[src/bc_pkg.sv]
`timescale 1ns / 1ps
package bc_pkg;

  // Configuration register indexes
  localparam logic [1:0] CFG_CAL_A = 2'd0;
  localparam logic [1:0] CFG_CAL_B = 2'd1;
  localparam logic [1:0] CFG_CAL_C = 2'd2;
  localparam logic [1:0] CFG_OSS   = 2'd3;

  // Compensation constants
  localparam logic [31:0] B6_OFFSET = 32'd4000;
  localparam logic [31:0] B4_BIAS   = 32'd32768;
  localparam logic [31:0] B7_SCALE  = 32'd50000;
  localparam logic [31:0] P_K1      = 32'd3038;
  localparam logic [31:0] P_K2      = 32'hFFFF_E343;  // -7357
  localparam logic [31:0] P_K3      = 32'd3791;
  localparam logic [31:0] ROUND_T   = 32'd8;
  localparam logic [31:0] ROUND_X3  = 32'd2;
  localparam logic signed [31:0] T_MIN = -32'sd400;
  localparam logic signed [31:0] T_MAX = 32'sd850;
  localparam logic signed [31:0] P_MAX = 32'sd131071;

  // Calibration words unpacked from the registers
  typedef struct packed {
    logic [15:0] ac1;
    logic [15:0] ac2;
    logic [15:0] ac3;
    logic [15:0] ac4;
    logic [15:0] ac5;
    logic [15:0] ac6;
    logic [15:0] b1;
    logic [15:0] b2;
    logic [15:0] mc;
    logic [15:0] md;
    logic [1:0]  oss;
  } cal_t;

  // Transaction passed from front to back
  typedef struct packed {
    logic [31:0] b5;
    logic [18:0] up;
    logic        fault;
  } mid_item_t;

  typedef struct packed {
    logic [10:0] temperature_tenths;
    logic [16:0] pressure_pa;
    logic        div_fault;
  } result_t;

  typedef enum logic [2:0] {
    F_IDLE, F_MUL, F_DEN, F_DIV, F_PUSH
  } front_state_t;

  typedef enum logic [3:0] {
    B_IDLE, B_SQ, B_B2, B_AC2, B_AC3, B_B1, B_AC4, B_B7,
    B_DIVS, B_DIV, B_PSQ, B_K1, B_K2, B_FIN, B_OUT
  } back_state_t;

  function automatic logic [31:0] sx16(input logic [15:0] v);
    return {{16{v[15]}}, v};
  endfunction

  function automatic logic [31:0] asr(input logic [31:0] v, input logic [4:0] n);
    return 32'($signed(v) >>> n);
  endfunction

endpackage

[src/bc_div.sv]
`timescale 1ns / 1ps
// Unsigned 32 / 32 divider, four quotient bits per cycle.
module bc_div (
  input  logic        clk,
  input  logic        rst,
  input  logic        start,
  input  logic [31:0] num,
  input  logic [31:0] den,
  output logic        done,
  output logic [31:0] quo
);

  logic [31:0] rem;
  logic [31:0] dvs;
  logic [2:0]  cnt;
  logic        running;
  logic [31:0] rem_next;
  logic [31:0] quo_next;

  // Four restoring steps
  always_comb begin
    logic [32:0] r;
    logic [31:0] q;
    r = {1'b0, rem};
    q = quo;
    for (int i = 0; i < 4; i++) begin
      r = {r[31:0], q[31]};
      q = {q[30:0], 1'b0};
      if (r >= {1'b0, dvs}) begin
        r = r - {1'b0, dvs};
        q[0] = 1'b1;
      end
    end
    rem_next = r[31:0];
    quo_next = q;
  end

  always_ff @(posedge clk) begin
    if (rst) begin
      running <= 1'b0;
      done    <= 1'b0;
      cnt     <= '0;
    end else begin
      done <= 1'b0;
      if (start) begin
        running <= 1'b1;
        cnt     <= '1;
        rem     <= '0;
        quo     <= num;
        dvs     <= den;
      end else if (running) begin
        rem <= rem_next;
        quo <= quo_next;
        cnt <= cnt - 3'd1;
        if (cnt == 3'd0) begin
          running <= 1'b0;
          done    <= 1'b1;
        end
      end
    end
  end

endmodule

[src/bc_mid_queue.sv]
`timescale 1ns / 1ps
// Two-entry queue between front and back.
module bc_mid_queue (
  input  logic                clk,
  input  logic                rst,
  input  logic                wr_en,
  input  bc_pkg::mid_item_t   wr_item,
  output logic                q_full,
  input  logic                rd_en,
  output bc_pkg::mid_item_t   rd_item,
  output logic                q_empty
);

  bc_pkg::mid_item_t mem [2];
  logic       wr_ptr;
  logic       rd_ptr;
  logic [1:0] count;

  assign q_full  = (count == 2'd2);
  assign q_empty = (count == 2'd0);
  assign rd_item = mem[rd_ptr];

  always_ff @(posedge clk) begin
    if (wr_en) begin
      mem[wr_ptr] <= wr_item;
    end
  end

  always_ff @(posedge clk) begin
    if (rst) begin
      wr_ptr <= 1'b0;
      rd_ptr <= 1'b0;
      count  <= '0;
    end else begin
      if (wr_en) wr_ptr <= ~wr_ptr;
      if (rd_en) rd_ptr <= ~rd_ptr;
      case ({wr_en, rd_en})
        2'b10:   count <= count + 2'd1;
        2'b01:   count <= count - 2'd1;
        default: count <= count;
      endcase
    end
  end

endmodule

[src/bc_front.sv]
`timescale 1ns / 1ps
// Front: input holding register and temperature path up to b5.
module bc_front (
  input  logic              clk,
  input  logic              rst,
  input  bc_pkg::cal_t      cal,
  input  logic              push,
  output logic              full,
  input  logic [15:0]       raw_temperature,
  input  logic [18:0]       raw_pressure,
  output logic              mid_push,
  output bc_pkg::mid_item_t mid_item,
  input  logic              mid_full
);

  bc_pkg::front_state_t state, state_next;

  logic        hold_valid;
  logic [15:0] hold_ut;
  logic [18:0] hold_up;
  logic [15:0] ut;
  logic [18:0] up;
  logic [31:0] prod;
  logic [31:0] x1;
  logic        q_neg;
  logic        fault;
  logic [31:0] b5;

  logic [31:0] x1_c;
  logic [31:0] den_c;
  logic [31:0] num_c;
  logic        div_start;
  logic        div_done;
  logic [31:0] div_quo;
  logic [31:0] num_mag;
  logic [31:0] den_mag;

  assign full = hold_valid;

  // Divisor and dividend for (mc << 11) / (x1 + md)
  assign x1_c    = bc_pkg::asr(prod, 5'd15);
  assign den_c   = x1_c + bc_pkg::sx16(cal.md);
  assign num_c   = {{5{cal.mc[15]}}, cal.mc, 11'b0};
  assign num_mag = num_c[31] ? (32'd0 - num_c) : num_c;
  assign den_mag = den_c[31] ? (32'd0 - den_c) : den_c;

  bc_div u_div (
    .clk   (clk),
    .rst   (rst),
    .start (div_start),
    .num   (num_mag),
    .den   (den_mag),
    .done  (div_done),
    .quo   (div_quo)
  );

  always_ff @(posedge clk) begin
    if (rst) begin
      state <= bc_pkg::F_IDLE;
    end else begin
      state <= state_next;
    end
  end

  always_comb begin
    state_next = state;
    div_start  = 1'b0;
    mid_push   = 1'b0;
    case (state)
      bc_pkg::F_IDLE: begin
        if (hold_valid) state_next = bc_pkg::F_MUL;
      end
      bc_pkg::F_MUL: state_next = bc_pkg::F_DEN;
      bc_pkg::F_DEN: begin
        if (den_c == 32'd0) begin
          state_next = bc_pkg::F_PUSH;
        end else begin
          div_start  = 1'b1;
          state_next = bc_pkg::F_DIV;
        end
      end
      bc_pkg::F_DIV: begin
        if (div_done) state_next = bc_pkg::F_PUSH;
      end
      bc_pkg::F_PUSH: begin
        if (!mid_full) begin
          mid_push   = 1'b1;
          state_next = bc_pkg::F_IDLE;
        end
      end
      default: state_next = bc_pkg::F_IDLE;
    endcase
  end

  // Holding register frees as soon as the working copy is taken
  always_ff @(posedge clk) begin
    if (rst) begin
      hold_valid <= 1'b0;
    end else if (push && !hold_valid) begin
      hold_valid <= 1'b1;
    end else if (state == bc_pkg::F_IDLE) begin
      hold_valid <= 1'b0;
    end
  end

  always_ff @(posedge clk) begin
    if (push && !hold_valid) begin
      hold_ut <= raw_temperature;
      hold_up <= raw_pressure;
    end
  end

  // Temperature datapath
  always_ff @(posedge clk) begin
    case (state)
      bc_pkg::F_IDLE: begin
        ut <= hold_ut;
        up <= hold_up;
      end
      bc_pkg::F_MUL: begin
        prod <= 32'(({16'd0, ut} - {16'd0, cal.ac6}) * {16'd0, cal.ac5});
      end
      bc_pkg::F_DEN: begin
        x1    <= x1_c;
        q_neg <= num_c[31] ^ den_c[31];
        fault <= (den_c == 32'd0);
        b5    <= '0;
      end
      bc_pkg::F_DIV: begin
        if (div_done) begin
          b5 <= x1 + (q_neg ? (32'd0 - div_quo) : div_quo);
        end
      end
      default: ;
    endcase
  end

  assign mid_item = '{b5: b5, up: up, fault: fault};

endmodule

[src/bc_back.sv]
`timescale 1ns / 1ps
// Back: pressure path, saturation and result queue.
module bc_back (
  input  logic              clk,
  input  logic              rst,
  input  bc_pkg::cal_t      cal,
  input  logic              mid_empty,
  input  bc_pkg::mid_item_t mid_item,
  output logic              mid_pop,
  output logic              empty,
  input  logic              pop,
  output bc_pkg::result_t   result
);

  bc_pkg::back_state_t state, state_next;

  logic [31:0] b5;
  logic [18:0] up;
  logic [31:0] b6;
  logic [31:0] sq;
  logic [31:0] x1;
  logic [31:0] b3;
  logic [31:0] b4;
  logic        b7_hi;
  logic [31:0] p;
  logic [31:0] prod;
  logic [31:0] mul_a;
  logic [31:0] mul_b;
  bc_pkg::result_t res;

  logic [31:0] b3_v;
  logic [31:0] x3_a;
  logic [31:0] x3_b;
  logic [31:0] p_fin;
  logic [31:0] t_w;
  logic        div_start;
  logic        div_done;
  logic [31:0] div_quo;
  logic [31:0] div_num;
  logic        res_push;

  // Result queue
  bc_pkg::result_t rq [2];
  logic       rq_wr;
  logic       rq_rd;
  logic [1:0] rq_count;
  logic       rq_pop;

  assign empty  = (rq_count == 2'd0);
  assign result = rq[rq_rd];
  assign rq_pop = pop && !empty;

  // Shared multiplier operand select
  always_comb begin
    mul_a = b6;
    mul_b = b6;
    case (state)
      bc_pkg::B_SQ:  begin mul_a = b6; mul_b = b6; end
      bc_pkg::B_B2:  begin mul_a = bc_pkg::sx16(cal.b2); mul_b = bc_pkg::asr(prod, 5'd12); end
      bc_pkg::B_AC2: begin mul_a = bc_pkg::sx16(cal.ac2); mul_b = b6; end
      bc_pkg::B_AC3: begin mul_a = bc_pkg::sx16(cal.ac3); mul_b = b6; end
      bc_pkg::B_B1:  begin mul_a = bc_pkg::sx16(cal.b1); mul_b = sq; end
      bc_pkg::B_AC4: begin mul_a = {16'd0, cal.ac4}; mul_b = x3_b + bc_pkg::B4_BIAS; end
      bc_pkg::B_B7:  begin
        mul_a = {13'd0, up} - b3;
        mul_b = bc_pkg::B7_SCALE >> cal.oss;
      end
      bc_pkg::B_PSQ: begin mul_a = bc_pkg::asr(p, 5'd8); mul_b = bc_pkg::asr(p, 5'd8); end
      bc_pkg::B_K1:  begin mul_a = prod; mul_b = bc_pkg::P_K1; end
      bc_pkg::B_K2:  begin mul_a = p; mul_b = bc_pkg::P_K2; end
      default: ;
    endcase
  end

  // b3 with a truncating divide by four
  always_comb begin
    logic [31:0] v;
    x3_a = x1 + bc_pkg::asr(prod, 5'd11);
    v    = (({cal.ac1[15], cal.ac1[15], cal.ac1[15], cal.ac1[15],
              cal.ac1[15], cal.ac1[15], cal.ac1[15], cal.ac1[15],
              cal.ac1[15], cal.ac1[15], cal.ac1[15], cal.ac1[15],
              cal.ac1[15], cal.ac1[15], cal.ac1, 2'b00} + x3_a) << cal.oss)
           + bc_pkg::ROUND_X3;
    b3_v = bc_pkg::asr(v + (v[31] ? 32'd3 : 32'd0), 5'd2);
  end

  assign x3_b    = bc_pkg::asr(x1 + bc_pkg::asr(prod, 5'd16) + bc_pkg::ROUND_X3, 5'd2);
  assign div_num = prod[31] ? prod : {prod[30:0], 1'b0};
  assign p_fin   = p + bc_pkg::asr(x1 + bc_pkg::asr(prod, 5'd16) + bc_pkg::P_K3, 5'd4);
  assign t_w     = bc_pkg::asr(b5 + bc_pkg::ROUND_T, 5'd4);

  bc_div u_div (
    .clk   (clk),
    .rst   (rst),
    .start (div_start),
    .num   (div_num),
    .den   (b4),
    .done  (div_done),
    .quo   (div_quo)
  );

  always_ff @(posedge clk) begin
    if (rst) begin
      state <= bc_pkg::B_IDLE;
    end else begin
      state <= state_next;
    end
  end

  always_comb begin
    state_next = state;
    mid_pop    = 1'b0;
    div_start  = 1'b0;
    res_push   = 1'b0;
    case (state)
      bc_pkg::B_IDLE: begin
        if (!mid_empty) begin
          mid_pop    = 1'b1;
          state_next = mid_item.fault ? bc_pkg::B_OUT : bc_pkg::B_SQ;
        end
      end
      bc_pkg::B_SQ:  state_next = bc_pkg::B_B2;
      bc_pkg::B_B2:  state_next = bc_pkg::B_AC2;
      bc_pkg::B_AC2: state_next = bc_pkg::B_AC3;
      bc_pkg::B_AC3: state_next = bc_pkg::B_B1;
      bc_pkg::B_B1:  state_next = bc_pkg::B_AC4;
      bc_pkg::B_AC4: state_next = bc_pkg::B_B7;
      bc_pkg::B_B7: begin
        state_next = ((prod >> 15) == 32'd0) ? bc_pkg::B_OUT : bc_pkg::B_DIVS;
      end
      bc_pkg::B_DIVS: begin
        div_start  = 1'b1;
        state_next = bc_pkg::B_DIV;
      end
      bc_pkg::B_DIV: begin
        if (div_done) state_next = bc_pkg::B_PSQ;
      end
      bc_pkg::B_PSQ: state_next = bc_pkg::B_K1;
      bc_pkg::B_K1:  state_next = bc_pkg::B_K2;
      bc_pkg::B_K2:  state_next = bc_pkg::B_FIN;
      bc_pkg::B_FIN: state_next = bc_pkg::B_OUT;
      bc_pkg::B_OUT: begin
        if (rq_count != 2'd2) begin
          res_push   = 1'b1;
          state_next = bc_pkg::B_IDLE;
        end
      end
      default: state_next = bc_pkg::B_IDLE;
    endcase
  end

  // Pressure datapath
  always_ff @(posedge clk) begin
    prod <= 32'(mul_a * mul_b);
    case (state)
      bc_pkg::B_IDLE: begin
        b5  <= mid_item.b5;
        up  <= mid_item.up;
        b6  <= mid_item.b5 - bc_pkg::B6_OFFSET;
        res <= '{temperature_tenths: 11'd0, pressure_pa: 17'd0, div_fault: 1'b1};
      end
      bc_pkg::B_B2:  sq <= bc_pkg::asr(prod, 5'd12);
      bc_pkg::B_AC2: x1 <= bc_pkg::asr(prod, 5'd11);
      bc_pkg::B_AC3: b3 <= b3_v;
      bc_pkg::B_B1:  x1 <= bc_pkg::asr(prod, 5'd13);
      bc_pkg::B_B7:  b4 <= prod >> 15;
      bc_pkg::B_DIVS: b7_hi <= prod[31];
      bc_pkg::B_DIV: begin
        if (div_done) p <= b7_hi ? {div_quo[30:0], 1'b0} : div_quo;
      end
      bc_pkg::B_K2: x1 <= bc_pkg::asr(prod, 5'd16);
      bc_pkg::B_FIN: begin
        res.div_fault <= 1'b0;
        if ($signed(t_w) < bc_pkg::T_MIN) begin
          res.temperature_tenths <= 11'(bc_pkg::T_MIN);
        end else if ($signed(t_w) > bc_pkg::T_MAX) begin
          res.temperature_tenths <= 11'(bc_pkg::T_MAX);
        end else begin
          res.temperature_tenths <= t_w[10:0];
        end
        if (p_fin[31]) begin
          res.pressure_pa <= 17'd0;
        end else if ($signed(p_fin) > bc_pkg::P_MAX) begin
          res.pressure_pa <= 17'(bc_pkg::P_MAX);
        end else begin
          res.pressure_pa <= p_fin[16:0];
        end
      end
      default: ;
    endcase
  end

  // Result queue storage and pointers
  always_ff @(posedge clk) begin
    if (res_push) begin
      rq[rq_wr] <= res;
    end
  end

  always_ff @(posedge clk) begin
    if (rst) begin
      rq_wr    <= 1'b0;
      rq_rd    <= 1'b0;
      rq_count <= '0;
    end else begin
      if (res_push) rq_wr <= ~rq_wr;
      if (rq_pop)   rq_rd <= ~rq_rd;
      case ({res_push, rq_pop})
        2'b10:   rq_count <= rq_count + 2'd1;
        2'b01:   rq_count <= rq_count - 2'd1;
        default: rq_count <= rq_count;
      endcase
    end
  end

endmodule

[src/barometric_compensation_top.sv]
`timescale 1ns / 1ps
// A zero temperature divisor or zero b4 skips that divide and yields a div_fault result.
// The back-end sequencer (shared 32x32 multiplier plus the b7/b4 divider) sets the
// transaction rate; the front has the shorter sequence.
// The front (b5 path with its own divider) overlaps the back through a 2-entry queue.
// Reset: synchronous, active high; empties queues and clears control state and config.
module barometric_compensation_top (
  input  logic        clk,
  input  logic        rst,
  input  logic        push,
  output logic        full,
  input  logic [15:0] raw_temperature,
  input  logic [18:0] raw_pressure,
  output logic        empty,
  input  logic        pop,
  output logic signed [10:0] temperature_tenths,
  output logic [16:0] pressure_pa,
  output logic        div_fault,
  input  logic        cfg_valid,
  output logic        cfg_ready,
  input  logic [1:0]  cfg_index,
  input  logic [63:0] cfg_data
);

  logic [63:0] cal_block_a;
  logic [63:0] cal_block_b;
  logic [31:0] cal_block_c;
  logic [1:0]  oversampling;
  bc_pkg::cal_t      cal;
  logic              mid_push;
  logic              mid_pop;
  logic              mid_full;
  logic              mid_empty;
  bc_pkg::mid_item_t mid_wr;
  bc_pkg::mid_item_t mid_rd;
  bc_pkg::result_t   result;

  assign cfg_ready = 1'b1;

  // Configuration registers
  always_ff @(posedge clk) begin
    if (rst) begin
      cal_block_a  <= '0;
      cal_block_b  <= '0;
      cal_block_c  <= '0;
      oversampling <= '0;
    end else if (cfg_valid) begin
      case (cfg_index)
        bc_pkg::CFG_CAL_A: cal_block_a  <= cfg_data;
        bc_pkg::CFG_CAL_B: cal_block_b  <= cfg_data;
        bc_pkg::CFG_CAL_C: cal_block_c  <= cfg_data[31:0];
        bc_pkg::CFG_OSS:   oversampling <= cfg_data[1:0];
        default: ;
      endcase
    end
  end

  assign cal = '{ac1: cal_block_a[63:48], ac2: cal_block_a[47:32],
                 ac3: cal_block_a[31:16], ac4: cal_block_a[15:0],
                 ac5: cal_block_b[63:48], ac6: cal_block_b[47:32],
                 b1:  cal_block_b[31:16], b2:  cal_block_b[15:0],
                 mc:  cal_block_c[31:16], md:  cal_block_c[15:0],
                 oss: oversampling};

  bc_front u_front (
    .clk             (clk),
    .rst             (rst),
    .cal             (cal),
    .push            (push),
    .full            (full),
    .raw_temperature (raw_temperature),
    .raw_pressure    (raw_pressure),
    .mid_push        (mid_push),
    .mid_item        (mid_wr),
    .mid_full        (mid_full)
  );

  bc_mid_queue u_mid (
    .clk     (clk),
    .rst     (rst),
    .wr_en   (mid_push),
    .wr_item (mid_wr),
    .q_full  (mid_full),
    .rd_en   (mid_pop),
    .rd_item (mid_rd),
    .q_empty (mid_empty)
  );

  bc_back u_back (
    .clk       (clk),
    .rst       (rst),
    .cal       (cal),
    .mid_empty (mid_empty),
    .mid_item  (mid_rd),
    .mid_pop   (mid_pop),
    .empty     (empty),
    .pop       (pop),
    .result    (result)
  );

  assign temperature_tenths = result.temperature_tenths;
  assign pressure_pa        = result.pressure_pa;
  assign div_fault          = result.div_fault;

endmodule
[config.mk]
export PLATFORM = sky130hd
export DESIGN_NAME = barometric_compensation_top
export DESIGN_NICKNAME = d
export VERILOG_FILES = /design/src/bc_pkg.sv /design/src/bc_div.sv /design/src/bc_mid_queue.sv /design/src/bc_front.sv /design/src/bc_back.sv /design/src/barometric_compensation_top.sv
export SDC_FILE = /design/constraint.sdc
export NUM_CORES = 2
export LEC_CHECK = 0
export BUFFER_PORTS_ARGS = -buffer_cell sky130_fd_sc_hd__buf_2
export CAP_MARGIN = 25
export CORE_UTILIZATION = 65
export CTS_CLUSTER_DIAMETER = 40
export DETAILED_ROUTE_END_ITERATION = 10
export PLACE_DENSITY = 0.8
export SETUP_SLACK_MARGIN = 0.5
export SYNTH_ARGS = -nofsm -noshare
export SYNTH_HDL_FRONTEND = slang
export SYNTH_SLANG_ARGS = --single-unit
[constraint.sdc]
create_clock -name clk -period 39.2 [get_ports clk]
set_clock_uncertainty 0.15 [all_clocks]
set_input_delay 11.76 -clock clk [delete_from_list [all_inputs] [get_ports clk]]
set_output_delay 11.76 -clock clk [all_outputs]
set_load 0.01 [all_outputs]
==> results.sh <==
export IMPL_remaining_drc_errors=0
export IMPL_status="finished, final reports clean"
export IMPL_crit_type="flip-flop to flip-flop"
export IMPL_cp_slowest_cell="or2_2"
export IMPL_fmax_mhz=50.50
export IMPL_critical_path_endpoint_type="flip-flop"
export IMPL_io_pins=138
export IMPL_synth_seq_cells=927
export IMPL_avgSynthCellArea_sq_um=9.306
export IMPL_num_rows=131
export IMPL_initial_utilization=0.6582
export IMPL_synth_seq_area_share=0.3036
export IMPL_grt_pass1_wl_um=417100
export IMPL_post_cts_buffers=0
export IMPL_tightest_slew_ns=1.160
export IMPL_first_global_vias=70023
export IMPL_portBuffers=136
export IMPL_yosys_top_cells_area="edfxtp_1, fa_1, ha_1, nand2_1, dfxtp_1"
export IMPL_dp_hpwl_um=205700
export IMPL_fin_crit_sh=0.5051
export IMPL_root_buffer="clkbuf_16"
export IMPL_fin_nets=10527
export IMPL_htree_levels=4
export IMPL_area_growth_pct=9.719
export IMPL_worstRegToRegCells=71
export IMPL_antenna_found_initial=12
export IMPL_ctsHoldBuffers=0
export IMPL_ant_nets=0
export IMPL_min_period_ns=19.80
export IMPL_gr_total_overflow=0
export IMPL_holdCritPathClass="flip-flop to flip-flop"
export IMPL_r2r_start="u_front.u_div.dvs[1]$_DFFE_PP_"
export IMPL_viasPerCell=6.340
export IMPL_slew_headroom=0.2265
export IMPL_crit_path_end="u_front.u_div.rem[23]$_SDFFCE_PP0P_"
export IMPL_drtIter0Drc=8071
export IMPL_ys_types=96
export IMPL_syn_inst=9066
export IMPL_r2r_setup_slack_ns=19.40
export IMPL_cts_resized=0
export IMPL_die_x_um=362.3
export IMPL_setup_viol=0
export IMPL_die_area_sq_um=131200
export IMPL_tns_ns=0
export IMPL_startpoint="u_front.u_div.dvs[1]$_DFFE_PP_"
export IMPL_slew_viol_final=0
export IMPL_cts_tree="done"
export IMPL_grt_usage=0.4253
export IMPL_synth_area_leader_cell="edfxtp_1"
export IMPL_rsz0062_at_grt="no"
export IMPL_cp_max_fo=56
export IMPL_cp_start_kind="flip-flop"
export IMPL_dr_total_vias=69792
export IMPL_clkSinkCount=927
export IMPL_yosysWarnings=0
export IMPL_syn_area_sq_um=84370
export IMPL_clkSlewWorstSetupHoldPaths_ns=0.06
export IMPL_synth_top_area_frac=0.2509
export IMPL_routed_wl_um=277400
export IMPL_synthFlopType="edfxtp_1"
export IMPL_synth_enable_flop_cells=705
export IMPL_cp_arrival_ns=20.17
export IMPL_layout_drive_gt1_share=0.09066
export IMPL_firstDrtPassIters=9
export IMPL_cts_buffers=149
export IMPL_async_reset_ff_frac=0
export IMPL_grt_max_degree=79
export IMPL_fp_dieH_um=362.3
export IMPL_cap_violations=0
export IMPL_whs_ns=0.2645
export IMPL_wl_per_cell_um=25.20
export IMPL_core_area_sq_um=128200
export IMPL_finalHoldViolCount=0
export IMPL_slowest_delay_ns=0.70
export IMPL_clockBufferDepth=3
export IMPL_path_common_cell="o21ai_0"
export IMPL_timing_rr_end="u_front.u_div.rem[23]$_SDFFCE_PP0P_"
export IMPL_gp_congestion=1.028
export IMPL_clock_latency_ns=0.81
export IMPL_critPathRequiredTime_ns=39.57
[Yosys cell counts, types with 17 or more instances]
| cell type | instances |
|---|---|
| a2111oi_0 | 20 |
| a211oi_1 | 41 |
| a21boi_0 | 32 |
| a21o_1 | 121 |
| a21oi_1 | 580 |
| a221oi_1 | 35 |
| a22o_1 | 20 |
| a22oi_1 | 53 |
| a31o_2 | 17 |
| a31oi_1 | 47 |
| a41oi_1 | 17 |
| and2_1 | 191 |
| and3_1 | 42 |
| buf_1 | 29 |
| clkbuf_1 | 314 |
| dfxtp_1 | 222 |
| edfxtp_1 | 705 |
| fa_1 | 711 |
| ha_1 | 559 |
| inv_1 | 1085 |
| mux2_2 | 156 |
| mux2i_1 | 101 |
| nand2_1 | 1274 |
| nand2b_1 | 94 |
| nand3_1 | 129 |
| nand3b_1 | 20 |
| nand4_1 | 66 |
| nor2_1 | 588 |
| nor2b_1 | 101 |
| nor3_1 | 142 |
| nor3b_1 | 25 |
| nor4_1 | 43 |
| o211ai_1 | 30 |
| o21a_1 | 64 |
| o21ai_0 | 343 |
| o21bai_1 | 57 |
| o31a_1 | 17 |
| o31ai_1 | 44 |
| o41ai_1 | 18 |
| or2_2 | 52 |
| or3_1 | 49 |
| xnor2_1 | 390 |
| xor2_1 | 175 |
[layout make-up]
class                   count  area [sq um]
clock buffers             173          3954
fillers                  9353         35600
repair buffers            279          1807
clock inverters           103          1234
flip-flops and latches    927         25620
inverters                1086          4076
multi-input cells        6708         53710
well taps                1729          2163
diodes                      4         10.01
[registers in the layout (all words and copies together) (netlist names), 58 cells and up, named ones only]
register and cells:
u_back.rq 58, cal_block_b 64, cal_block_a 64, u_mid.mem 104
[worst min path at each step]
stage / start / to / slack [ns] / cells past startpoint
after floorplan: u_back.b4[0]$_DFFE_PP_ / u_back.u_div.dvs[0]$_DFFE_PP_ / 0.25 / 0
after global placement: u_back.b4[11]$_DFFE_PP_ / u_back.u_div.dvs[11]$_DFFE_PP_ / 0.25 / 0
after detailed placement: u_back.b4[10]$_DFFE_PP_ / u_back.u_div.dvs[10]$_DFFE_PP_ / 0.25 / 0
after CTS: u_back.b4[10]$_DFFE_PP_ / u_back.u_div.dvs[10]$_DFFE_PP_ / 0.26 / 0
after global routing: u_back.b4[10]$_DFFE_PP_ / u_back.u_div.dvs[10]$_DFFE_PP_ / 0.27 / 0
final: u_back.b4[10]$_DFFE_PP_ / u_back.u_div.dvs[10]$_DFFE_PP_ / 0.26 / 0
[per-stage QoR]
stage	area (sq um)	util	instances	setup WS, ns
after floorplan	84420	-	9079	23.34
after global placement	87300	0.6811	10725	19.94
after detailed placement	87300	0.6811	10725	19.74
after CTS	92490	0.7216	11001	19.69
after global routing	92560	0.7221	11005	18.26
final	92570	0.7222	11009	19.40
[worst max-delay path, delay by kind of cell (launching register included)]
family	cells	cell delay, ns
and+or+nand+nor	13	3.06
adders and majority gates	4	1.22
AOI/OAI and AO/OA	45	11.76
DFF	1	0.42
muxes	3	1.07
buffers and inverters	6	1.78
[cells in the final DEF, fill, tap and decap left out, types with 66 or more instances in the layout]
master	n
a21o_1	121
fa_1	711
nand2_1	1273
buf_2	135
ha_1	559
buf_4	139
nand4_1	66
nor3_1	138
nor2b_1	100
clkbuf_16	153
and2_1	191
o21ai_0	337
mux2_2	156
xor2_1	174
inv_1	1085
dfxtp_1	220
nand3_1	129
edfxtp_1	705
xnor2_1	382
mux2i_1	101
nor2_1	575
nand2b_1	94
a21oi_1	580
[cell families (layout without fill, tap and decap cells)]
family / after synthesis / after routing / share of synthesized area
fa+ha+maj: 1270 / 1270 / 0.2516
mux: 257 / 257 / 0.03280
simple gates: 2894 / 2894 / 0.1588
other cells: 2 / 19 / 0.00008901
compound gates: 1701 / 1701 / 0.1283
buf+inv: 1444 / 1641 / 0.06460
flops: 927 / 927 / 0.3036
xor+xnor: 571 / 571 / 0.06025
[metal layers]
| layer | up-vias | wire [um] | global-route usage |
|---|---|---|---|
| li1 | 31018 | - | - |
| met1 | 33606 | 99920 | 0.5148 |
| met2 | 3993 | 123400 | 0.6632 |
| met3 | 1154 | 29440 | 0.1074 |
| met4 | 21 | 24380 | 0.3048 |
| met5 | - | 260 | 0.009619 |
Power is left out: the tool's default activity adds up to more than one toggle a clock period on the data nets, which glitch-free logic cannot reach.
